### config.mk
export PLATFORM = sky130hd
export DESIGN_NAME = pool_slot_allocator_fifo_recycle_unit
export DESIGN_NICKNAME = d
export VERILOG_FILES = /design/src/rtl/psa_pkg.sv /design/src/rtl/psa_slot_cell.sv /design/src/rtl/psa_order_cell.sv /design/src/rtl/pool_slot_allocator_fifo_recycle_unit.sv
export SDC_FILE = /design/constraint.sdc
export NUM_CORES = 1
export LEC_CHECK = 0
export BUFFER_PORTS_ARGS = -buffer_cell sky130_fd_sc_hd__buf_2
export CORE_UTILIZATION = 52
export CTS_CLUSTER_SIZE = 12
export DETAILED_ROUTE_END_ITERATION = 10
export GPL_TIMING_DRIVEN = 0
export PLACE_DENSITY = 0.7
export SLEW_MARGIN = 20
export SYNTH_ARGS = -nofsm -noshare
export SYNTH_HDL_FRONTEND = slang
export SYNTH_HIERARCHICAL = 1
export SYNTH_SLANG_ARGS = --single-unit
### constraint.sdc
create_clock -name clk -period 8.72 [get_ports clk]
set_clock_uncertainty 0.1 [all_clocks]
set_input_delay 0.436 -clock clk [delete_from_list [all_inputs] [get_ports clk]]
set_output_delay 0.436 -clock clk [all_outputs]
set_load 0.01 [all_outputs]
### src/rtl/psa_pkg.sv
// Shared types, codes and constants of the pool slot allocator.
// No dependencies; every other file of the block imports this package.
package psa_pkg;

  // Default number of pool slots.
  localparam int POOL_SIZE_DEF = 16;

  // Widths of the external fields.
  localparam int CFG_W  = 5;
  localparam int SLOT_W = 4;

  // Reset value of the slots-in-use register.
  localparam logic [CFG_W-1:0] SLOTS_RESET = 5'd16;

  // Codes of the action field.
  localparam logic ACT_SPAWN   = 1'b0;
  localparam logic ACT_DESPAWN = 1'b1;

  // Broadcast command to the cells of the spawn-order chain.
  typedef struct packed {
    logic append;  // write a fresh grant into the first empty cell
    logic remove;  // drop the entry equal to the despawn target
    logic rotate;  // move the head entry to the tail
  } ord_cmd_t;

  // Broadcast command to the slot cells.
  typedef struct packed {
    logic spawn;    // a spawn request is being served
    logic despawn;  // a despawn event with an in-range index
    logic recycle;  // the head entry is being reissued
  } slot_cmd_t;

endpackage

### src/rtl/psa_slot_cell.sv
// One pool slot: holds its active bit and forms one link of the free-slot search chain.
// Depends on psa_pkg.
module psa_slot_cell #(
  parameter int INDEX = 0,
  parameter int IDX_W = 4
) (
  input  logic                clk,
  input  logic                rst,
  input  psa_pkg::slot_cmd_t  cmd,
  input  logic                eligible,
  input  logic [IDX_W-1:0]    target,
  input  logic [IDX_W-1:0]    recycle_slot,
  input  logic                take_in,
  input  logic [IDX_W-1:0]    idx_in,
  output logic                take_out,
  output logic [IDX_W-1:0]    idx_out,
  output logic                active
);
  import psa_pkg::*;

  localparam logic [IDX_W-1:0] MY_IDX = IDX_W'(INDEX);

  logic free;
  logic hit;
  logic active_next;

  // The lowest free eligible slot claims the request; later cells pass it on.
  assign free     = eligible && !active;
  assign hit      = cmd.spawn && !take_in && free;
  assign take_out = take_in || free;
  assign idx_out  = (!take_in && free) ? MY_IDX : idx_in;

  // Set on a fresh grant or a recycle of this slot, cleared on its despawn.
  // A recycle always comes with a spawn; a despawn coincides with neither, and most cycles carry none.
  always_comb begin
    active_next = active;
    if (hit) begin
      active_next = 1'b1;
    end else if (cmd.recycle && recycle_slot == MY_IDX) begin
      active_next = 1'b1;
    end else if (cmd.despawn && target == MY_IDX) begin
      active_next = 1'b0;
    end
  end

  always_ff @(posedge clk) begin
    if (rst) begin
      active <= 1'b0;
    end else begin
      active <= active_next;
    end
  end

endmodule

### src/rtl/psa_order_cell.sv
// One entry of the spawn-order list, oldest at cell zero; entries move toward
// the head on removal and rotation. Depends on psa_pkg.
module psa_order_cell #(
  parameter int IDX_W = 4
) (
  input  logic               clk,
  input  logic               rst,
  input  psa_pkg::ord_cmd_t  cmd,
  input  logic [IDX_W-1:0]   new_value,
  input  logic [IDX_W-1:0]   target,
  input  logic [IDX_W-1:0]   head_value,
  input  logic               valid_left,
  input  logic               match_in,
  input  logic               valid_right,
  input  logic [IDX_W-1:0]   value_right,
  output logic               match_out,
  output logic               valid,
  output logic [IDX_W-1:0]   value
);
  import psa_pkg::*;

  logic             valid_next;
  logic [IDX_W-1:0] value_next;

  // A match here or in any cell nearer the head closes the gap from the right.
  assign match_out = match_in || (cmd.remove && valid && value == target);

  // The list commands never coincide, and most cycles carry none of them.
  always_comb begin
    valid_next = valid;
    value_next = value;
    if (cmd.remove) begin
      if (match_out) begin
        valid_next = valid_right;
        value_next = value_right;
      end
    end else if (cmd.append) begin
      // Only the first empty cell takes the new entry.
      if (!valid && valid_left) begin
        valid_next = 1'b1;
        value_next = new_value;
      end
    end else if (cmd.rotate) begin
      // Shift toward the head; the last filled cell receives the old head.
      if (valid_right) begin
        value_next = value_right;
      end else if (valid) begin
        value_next = head_value;
      end
    end
  end

  always_ff @(posedge clk) begin
    if (rst) begin
      valid <= 1'b0;
    end else begin
      valid <= valid_next;
    end
  end

  // Entry values carry no reset; only filled cells are ever read.
  always_ff @(posedge clk) begin
    value <= value_next;
  end

endmodule

### src/rtl/pool_slot_allocator_fifo_recycle_unit.sv
// Top level of the pool slot allocator with oldest-first recycling.
// Depends on psa_pkg, psa_slot_cell and psa_order_cell.
//
// Usage:
//   Command channel: a word (action, slot_index) is taken at a rising edge with
//   start high and busy low. busy stays low, so a word may be issued in every
//   cycle. A spawn request (action 0) grants the lowest inactive slot below
//   slots_in_use, or else reissues the oldest listed slot with recycled set.
//   A despawn event (action 1) frees slot_index and removes it from the list.
//   Result channel: one result word per command, shown for exactly one cycle
//   with done high, in the cycle after the command is taken (throughput one
//   word per cycle). The receiver cannot stall; done is
//   a strobe only.
//   Configuration channel: cfg_ready is always high; a word on cfg_data is
//   written into slots_in_use when cfg_valid is high. Write it only while idle.
//   Timing: the critical path is set by two ripple chains of POOL_SIZE
//   cells, the free-slot search over the slot cells and the match chain of
//   the order cells.
//   Reset: every slot inactive, the order list empty, slots_in_use = 16.
//   No clearing pass is needed; the block takes commands right after reset.
module pool_slot_allocator_fifo_recycle_unit #(
  parameter int POOL_SIZE = psa_pkg::POOL_SIZE_DEF
) (
  input  logic                       clk,
  input  logic                       rst,
  input  logic                       start,
  output logic                       busy,
  input  logic                       action,
  input  logic [psa_pkg::SLOT_W-1:0] slot_index,
  output logic                       done,
  output logic                       granted,
  output logic [psa_pkg::SLOT_W-1:0] granted_slot,
  output logic                       recycled,
  input  logic                       cfg_valid,
  output logic                       cfg_ready,
  input  logic [psa_pkg::CFG_W-1:0]  cfg_data
);
  import psa_pkg::*;

  localparam int IDX_W = (POOL_SIZE > 1) ? $clog2(POOL_SIZE) : 1;

  logic [CFG_W-1:0] slots_in_use;

  logic             accept;
  logic             despawn_ok;
  logic [IDX_W-1:0] target;
  slot_cmd_t        slot_cmd;
  ord_cmd_t         ord_cmd;
  logic             grant_fresh;
  logic             recycle;

  logic [POOL_SIZE-1:0] eligible;
  logic [POOL_SIZE-1:0] slot_active;
  logic [POOL_SIZE:0]   take_chain;
  logic [IDX_W-1:0]     idx_chain [POOL_SIZE+1];

  logic [POOL_SIZE-1:0] ord_valid;
  logic [IDX_W-1:0]     ord_value [POOL_SIZE];
  logic [POOL_SIZE:0]   match_chain;

  // One command word per cycle; configuration is always taken.
  assign busy      = 1'b0;
  assign cfg_ready = 1'b1;
  assign accept    = start && !busy;

  // Slots-in-use register.
  always_ff @(posedge clk) begin
    if (rst) begin
      slots_in_use <= SLOTS_RESET;
    end else if (cfg_valid && cfg_ready) begin
      slots_in_use <= cfg_data;
    end
  end

  // Decode of the command word.
  assign despawn_ok  = int'(slot_index) < POOL_SIZE;
  assign target      = IDX_W'(slot_index);
  assign grant_fresh = accept && action == ACT_SPAWN && take_chain[POOL_SIZE];
  assign recycle     = accept && action == ACT_SPAWN && !take_chain[POOL_SIZE] &&
                       ord_valid[0];

  assign slot_cmd.spawn   = accept && action == ACT_SPAWN;
  assign slot_cmd.despawn = accept && action == ACT_DESPAWN && despawn_ok;
  assign slot_cmd.recycle = recycle;

  assign ord_cmd.append = grant_fresh;
  assign ord_cmd.remove = slot_cmd.despawn;
  assign ord_cmd.rotate = recycle;

  // Chain ends.
  assign take_chain[0]  = 1'b0;
  assign idx_chain[0]   = '0;
  assign match_chain[0] = 1'b0;

  // Row of slot cells and row of order cells.
  for (genvar g = 0; g < POOL_SIZE; g++) begin : g_cell
    logic             valid_left;
    logic             valid_right;
    logic [IDX_W-1:0] value_right;

    assign eligible[g] = g < int'(slots_in_use);

    psa_slot_cell #(
      .INDEX (g),
      .IDX_W (IDX_W)
    ) u_slot (
      .clk          (clk),
      .rst          (rst),
      .cmd          (slot_cmd),
      .eligible     (eligible[g]),
      .target       (target),
      .recycle_slot (ord_value[0]),
      .take_in      (take_chain[g]),
      .idx_in       (idx_chain[g]),
      .take_out     (take_chain[g+1]),
      .idx_out      (idx_chain[g+1]),
      .active       (slot_active[g])
    );

    if (g == 0) begin : g_head
      assign valid_left = 1'b1;
    end else begin : g_body
      assign valid_left = ord_valid[g-1];
    end

    if (g == POOL_SIZE - 1) begin : g_tail
      assign valid_right = 1'b0;
      assign value_right = '0;
    end else begin : g_inner
      assign valid_right = ord_valid[g+1];
      assign value_right = ord_value[g+1];
    end

    psa_order_cell #(
      .IDX_W (IDX_W)
    ) u_order (
      .clk         (clk),
      .rst         (rst),
      .cmd         (ord_cmd),
      .new_value   (idx_chain[POOL_SIZE]),
      .target      (target),
      .head_value  (ord_value[0]),
      .valid_left  (valid_left),
      .match_in    (match_chain[g]),
      .valid_right (valid_right),
      .value_right (value_right),
      .match_out   (match_chain[g+1]),
      .valid       (ord_valid[g]),
      .value       (ord_value[g])
    );
  end

  // Result strobe.
  always_ff @(posedge clk) begin
    if (rst) begin
      done <= 1'b0;
    end else begin
      done <= accept;
    end
  end

  // Result word; a despawn or an empty grant reports zeros.
  always_ff @(posedge clk) begin
    granted  <= grant_fresh || recycle;
    recycled <= recycle;
    priority if (grant_fresh) begin
      granted_slot <= SLOT_W'(idx_chain[POOL_SIZE]);
    end else if (recycle) begin
      granted_slot <= SLOT_W'(ord_value[0]);
    end else begin
      granted_slot <= '0;
    end
  end

  // A recycle is always reported as a grant.
  a_recycle_granted: assert property (@(posedge clk) disable iff (rst)
    done && recycled |-> granted)
    else $error("recycle reported without a grant");

  // A despawn event never grants a slot.
  a_despawn_no_grant: assert property (@(posedge clk) disable iff (rst)
    accept && action == ACT_DESPAWN |=> done && !granted && granted_slot == '0)
    else $error("despawn produced a grant");

  // Filled order cells form an unbroken run from the head.
  a_list_contiguous: assert property (@(posedge clk) disable iff (rst)
    ((ord_valid >> 1) & ~ord_valid) == '0)
    else $error("gap in the spawn-order list");

  // The number of active slots equals the number of listed entries.
  a_active_listed: assert property (@(posedge clk) disable iff (rst)
    $countones(slot_active) == $countones(ord_valid))
    else $error("active slots and listed entries disagree");

endmodule

==> impl_metrics.yaml, run 1 <==
outcome:
  outcome: "complete, no violations"
timing:
  hold_violations: 0
  fin_ws_ps: 2470
  final_max_slew_viol_count: 0
  min_period_ps: 6250
  setup-violations-final: 0
  grt_setup_unrepaired: "false"
  fmax_ghz: 0.160
  slew_headroom: 0.322
  tightest_slew_ps: 1020
  post-route-period-util: 0.717
floorplanning:
  ios: 23
  die_w_um: 125
  rows: 44
  initial_utilization: 0.539
  die_h_um: 125
  die-area_sq_um: 15700
  core-area_sq_um: 14700
grt:
  antenna_found_initial: 0
  grt_util_all_layers: 0.274
  grt_pass1_vias: 6460
  grt_pass1_wl_um: 33900
  grt_max_degree: 39
  grt_overflow: 0
layout:
  layout-drive-gt1-share: 0.200
  antenna_cells: 0
  syn2layout_area_growth_pct: 12.4
  fillCellCount: 1292
  final_nets: 933
  post-route-util: 0.606
yosys:
  yosys.cell_types.count: 48
  ys_top_cells_by_count: "nand2_1, o21ai_0, a22oi_1"
  synth_area_per_cell_sq_um: 9.24
  synth-seq-cells: 108
  syn_inst: 857
  async_flop_share: 0
  synth_area_sq_um: 7920
  synth_ff_type: "edfxtp_1"
  ys_seq_area_frac: 0.354
  yosysTopAreaCell: "edfxtp_1"
  synth_edf_count: 64
  synth.most_common_cell: "nand2_1"
  yosys_warnings: 6
  synth_top_area_frac: 0.243
  synthTopCellsByArea: "edfxtp_1, dfxtp_1, a22oi_1, o21ai_0, xor2_1"
worst_setup_path:
  crit_path_start_kind: "register"
  cpMostUsedCell: "a21o_1"
  critPathKind: "reg -> reg"
  worst-path-max-fanout: 10
  endpoint_kind: "register"
  required_ps: 8700
  slowest_stage: "or4_4"
  arrival_ps: 6240
  critPathBufInv: 3
  max_stage_delay_ps: 570
  critical_path.top_delay_family: "compound AO/OA/AOI/OAI gates"
routing:
  wl_per_cell_um: 18.8
  drcViolationCount: 0
  detail-route-antenna-nets: 0
  routed_wl_um: 20900
  drt_iter0_drc: 576
  num_vias: 6745
  drt_first_pass_iters: 7
  via_per_inst: 6.09
clock_tree:
  cts_buffers: 9
  cts_hold_buf: 0
  htreeDepth: 3
  clock-sinks: 108
  cts-root-buf: "clkbuf_16"
  cts_tree: "yes"
  post_cts_resized: 0
  insertion_delay_ps: 360
  clk_path_buf_depth: 2
  cts.clk_slew.worst_paths_ps: 80
  post-cts-setup-buffers: 0
power_and_ir_drop:
  p_per_area_nw_per_um2: 149
  p_leak_nw: 3.30
  max-vdd-ir-drop_uv: 85.1
placed_design:
  pre_cts_slack_ps: 2140
  routabilityCongestion: 0.773
  post-dp-hpwl_um: 13300
  portBuffers: 19
hold_path:
  hp-class: "in -> reg"
run:
  maxCapViolCount: 0
## layer usage
layer	up-vias	GRT usage	wire, um
li1	3289	-	-
met1	3217	0.358	9360
met2	210	0.461	10100
met3	29	0.0449	1110
met4	0	0.0868	342
met5	-	0	0
## final timing paths
kind / cells past startpoint / startpoint / slack [ps] / to
max: 25 / slots_in_use[4] / 2470 / g_cell[7].u_order/value[1]
min: 2 / cfg_data[4] / 180 / slots_in_use[4]
max reg2reg: 25 / slots_in_use[4] / 2470 / g_cell[7].u_order/value[1]
min reg2reg: 2 / g_cell[8].u_slot/active / 420 / g_cell[8].u_slot/active
## kinds of logic after synthesis
| family | synth area share |
|---|---|
| compound gates | 0.283 |
| simple gates | 0.224 |
| flops | 0.354 |
| buf+inv | 0.0395 |
| xor+xnor | 0.0708 |
| mux | 0.0278 |
| other cells | 0.000948 |
## final cells by class
| class | instances | area, sq um | share of cell area |
|---|---|---|---|
| Clock inverter | 5 | 66.3 | 0.00745 |
| Multi-Input combinational cell | 685 | 4880 | 0.548 |
| Clock buffer | 11 | 264 | 0.0297 |
| Buffer | 26 | 106 | 0.0119 |
| Timing Repair Buffer | 34 | 344 | 0.0387 |
| Sequential cell | 108 | 2800 | 0.315 |
| Inverter | 55 | 206 | 0.0232 |
| Tap cell | 184 | 230 | 0.0259 |
## where the power goes
| part | leakage (nW) | internal [mW] | total [mW] | switching, mW |
|---|---|---|---|---|
| Clock | 0.159 | 0.251 | 0.456 | 0.205 |
| Combinational | 2.19 | 0.113 | 0.273 | 0.160 |
| Sequential | 0.955 | 0.572 | 0.600 | 0.0276 |
## flip-flops by register name, summed over array words and instances, names as in the netlist
register,flops
g_cell.u_order/value,64
g_cell.u_order/valid,16
g_cell.u_slot/active,16
slots_in_use,5
granted_slot,4
done,1
granted,1
recycled,1
## layout by cell type (no fill, tap or decap), drive strengths merged, types with 33 or more instances in the layout
cell and instances:
a21o 39, a22oi 78, buf 37, clkbuf 34
dfxtp 44, edfxtp 64, inv 56, nand2 103
nor2 44, o21ai 85, or2 33, xor2 48
## through the flow
stage	area [sq um]	TNS, ps	hold slack (ps)	total power, mW	instances
4_1_cts	8900	0	163	1.33	1108
2_1_floorplan	7980	0	379	0.791	874
3_3_place_gp	8310	-186830	401	0.865	1077
3_5_place_dp	8570	0	412	0.879	1092
5_1_grt	8900	0	188	1.39	1108
6_report	8900	0	176	1.33	1108
Note: power is estimated with default switching activity, not from simulation.
==> inputs of run 2 (changes only) <==
--- a/config.mk
+++ b/config.mk
@@ -10,7 +10,7 @@
 export CTS_CLUSTER_SIZE = 12
 export DETAILED_ROUTE_END_ITERATION = 10
 export GPL_TIMING_DRIVEN = 0
-export PLACE_DENSITY = 0.7
+export PLACE_DENSITY = 0.73
 export SLEW_MARGIN = 20
 export SYNTH_ARGS = -nofsm -noshare
 export SYNTH_HDL_FRONTEND = slang
==> constraint.sdc (replaced) <==
create_clock -name clk -period 5.1 [get_ports clk]
set_clock_uncertainty 0.1 [all_clocks]
set_input_delay 0.255 -clock clk [delete_from_list [all_inputs] [get_ports clk]]
set_output_delay 0.255 -clock clk [all_outputs]
set_load 0.01 [all_outputs]
==> run 2 against run 1 <==
The flow now finishes with violations (DRC, setup timing). Via count rose by 15%. First-iteration DRC count rose by 43%. Combinational power rose to 2.5 times the previous value. Critical path depth did not move. Wire length rose by 27%. Sequential power rose by 72%. Register-to-register slack got worse by 2900 ps. Clock power rose by 70%. Cell area rose by 22%. Worst hold slack got worse by 170 ps. Highest routed layer unchanged.
==> impl_metrics.yaml, run 2 (synthesis gave the netlist of run 1 again) <==
clock_tree:
  clk_path_buf_depth: 2
  htreeDepth: 3
  cts.clk_slew.worst_paths_ps: 70
  cts-root-buf: "clkbuf_16"
  insertion_delay_ps: 360
  clock-sinks: 108
  cts_tree: "yes"
  cts_hold_buf: 0
  cts_buffers: 9
floorplanning:
  die_w_um: 125
  rows: 44
  ios: 23
  die_h_um: 125
  die-area_sq_um: 15700
  initial_utilization: 0.539
  core-area_sq_um: 14700
layout:
  final_nets: 1031
  largest_reg_flops: 64
  final_cell_area_sq_um: 10900
  final_cell_mix: "nand2_1, o21ai_1, a22oi_2, buf_4, edfxtp_1"
  final_cells: 1206
  antenna_cells: 0
  top_regs: "g_cell.u_order/value (64), g_cell.u_order/valid (16), g_cell.u_slot/active (16)"
  regMostFlops: "g_cell.u_order/value"
  layout_commonest_cell: "nand2_1"
  layout-drive-gt1-share: 0.420
  syn2layout_area_growth_pct: 37.3
worst_setup_path:
  critPathKind: "reg -> reg"
  crit_path_start_kind: "register"
  required_ps: 5080
  endpoint_kind: "register"
  worst-path-max-fanout: 5
  slowest_stage: "or4_4"
  crit_cells: 25
  cpMostUsedCell: "a21o_1"
  critPathBufInv: 3
  critical_path.top_delay_family: "compound AO/OA/AOI/OAI gates"
  arrival_ps: 5550
  max_stage_delay_ps: 550
  ff2ff_path_depth: 25
power_and_ir_drop:
  p_sw_frac: 0.310
  power_switching_mw: 0.774
  clkPwrFrac: 0.310
  p_per_area_nw_per_um2: 229
  max-vdd-ir-drop_uv: 178
  power.internal_mw: 1.72
  p_leak_nw: 4.19
  p_comb_frac: 0.278
  seq_power_share: 0.412
routing:
  detail-route-antenna-nets: 0
  drt_first_pass_iters: 11
  via_per_inst: 6.44
  num_vias: 7764
  drcViolationCount: 2
  routed_wl_um: 26600
  drt_iter0_drc: 823
  wl_per_cell_um: 22.0
hold_path:
  whs_path_depth: 2
  hp-class: "in -> reg"
grt:
  grt_max_degree: 39
  grt_pass1_vias: 7448
  grt_overflow: 0
  grt_util_all_layers: 0.327
  grt_pass1_wl_um: 40100
  antenna_found_initial: 0
placed_design:
  dpl_cell_area_sq_um: 8630
  portBuffers: 19
  routabilityCongestion: 0.770
  dp.cells: 1090
  post-dp-hpwl_um: 12900
outcome:
  outcome: "complete, but fails checks"
  violations: "DRC, setup timing"
timing:
  tightest_slew_ps: 750
  final_max_slew_viol_count: 0
  setup-violations-final: 161
  hold_violations: 0
  grt_setup_unrepaired: "true"
  slew_headroom: 0.499
  post-route-period-util: 1.09
  min_period_ps: 5570
  fmax_ghz: 0.179
  fin_ws_ps: -474
run:
  maxCapViolCount: 0
run 2: changes by cell type in the layout (fill, tap and decap cells not counted), moves of 21 or more:
cell / previous run / this run
or2_4: 0 / 21
o21ai_0: 85 / 5
nor2_1: 43 / 17
a22oi_2: 7 / 72
o21ai_1: 0 / 77
a22oi_1: 71 / 6
buf_4: 6 / 66
run 2: power groups by stage:
stage | Combinational (mW) | Sequential [mW] | Clock [mW]
3_5_place_dp | 0.473 | 1.04 | 0
4_1_cts | 0.628 | 1.02 | 0.777
6_report | 0.693 | 1.03 | 0.774
2_1_floorplan | 0.324 | 1.04 | 0
5_1_grt | 0.730 | 1.03 | 0.812
3_3_place_gp | 0.428 | 1.06 | 0
run 2: cell type report:
class                      count  area (sq um)
tap                          184           230
clock inverter                 7          90.1
buffer                        24           100
sequential                   108          2810
fill                         972          3820
multi-input combinational    691          5710
clock buffer                   9           225
timing repair buffer         128          1500
inverter                      55           211
run 2: stage by stage:
step / hold WS [ps] / utilization / power, mW / setup slack, ps / TNS, ps
after global routing: 19.0 / 0.740 / 2.58 / -661 / -72060
after detailed placement: 372 / 0.587 / 1.52 / -1370 / -139800
final: 6.18 / 0.740 / 2.50 / -474 / -48450
after global placement: 367 / 0.572 / 1.49 / -1790 / -234130
after floorplan: 217 / - / 1.37 / -781 / -75810
after CTS: 3.52 / 0.709 / 2.43 / -372 / -44240
run 2: worst reg2reg max path, stage by stage, from the launching register on:
cell	delay, ps
dfxtp_2	320
or4_4	550
or2_1	240
a21o_1	170
a21o_1	200
a21o_1	180
a21o_1	180
a21o_1	180
a21o_1	180
a21o_1	170
a21o_1	180
a21o_1	170
a21o_1	170
a21o_1	190
a21o_1	190
a21o_1	190
a21o_1	180
a21o_1	180
a21o_4	220
buf_6	130
nor3b_4	230
buf_6	200
buf_12	140
o211ai_1	90
o21ai_1	140
mux2_4	220
run 2: final timing paths:
kind,slack [ps],end,from
max reg2reg,-470,g_cell[11].u_order/value[0],slots_in_use[3]
max,-470,g_cell[11].u_order/value[0],slots_in_use[3]
min reg2reg,420,g_cell[8].u_slot/active,g_cell[8].u_slot/active
min,6,slots_in_use[4],cfg_data[4]
run 2: layer usage:
metal / vias to the layer above / part of all wire / global-route usage / wire length, um
li1: 3517 / - / - / -
met1: 3741 / 0.38 / 0.407 / 10200
met2: 417 / 0.49 / 0.555 / 12900
met3: 89 / 0.092 / 0.0608 / 2440
met4: 0 / 0.039 / 0.141 / 1030
met5: - / 0 / 0 / 0
run 2: repair_timing:
item	CTS	global route
endpoints found under the setup margin	165	166
hold endpoints to repair	0	0
cloned	17	2
gates resized for setup	198	63
buffers inserted	57	26
pin swaps	99	43
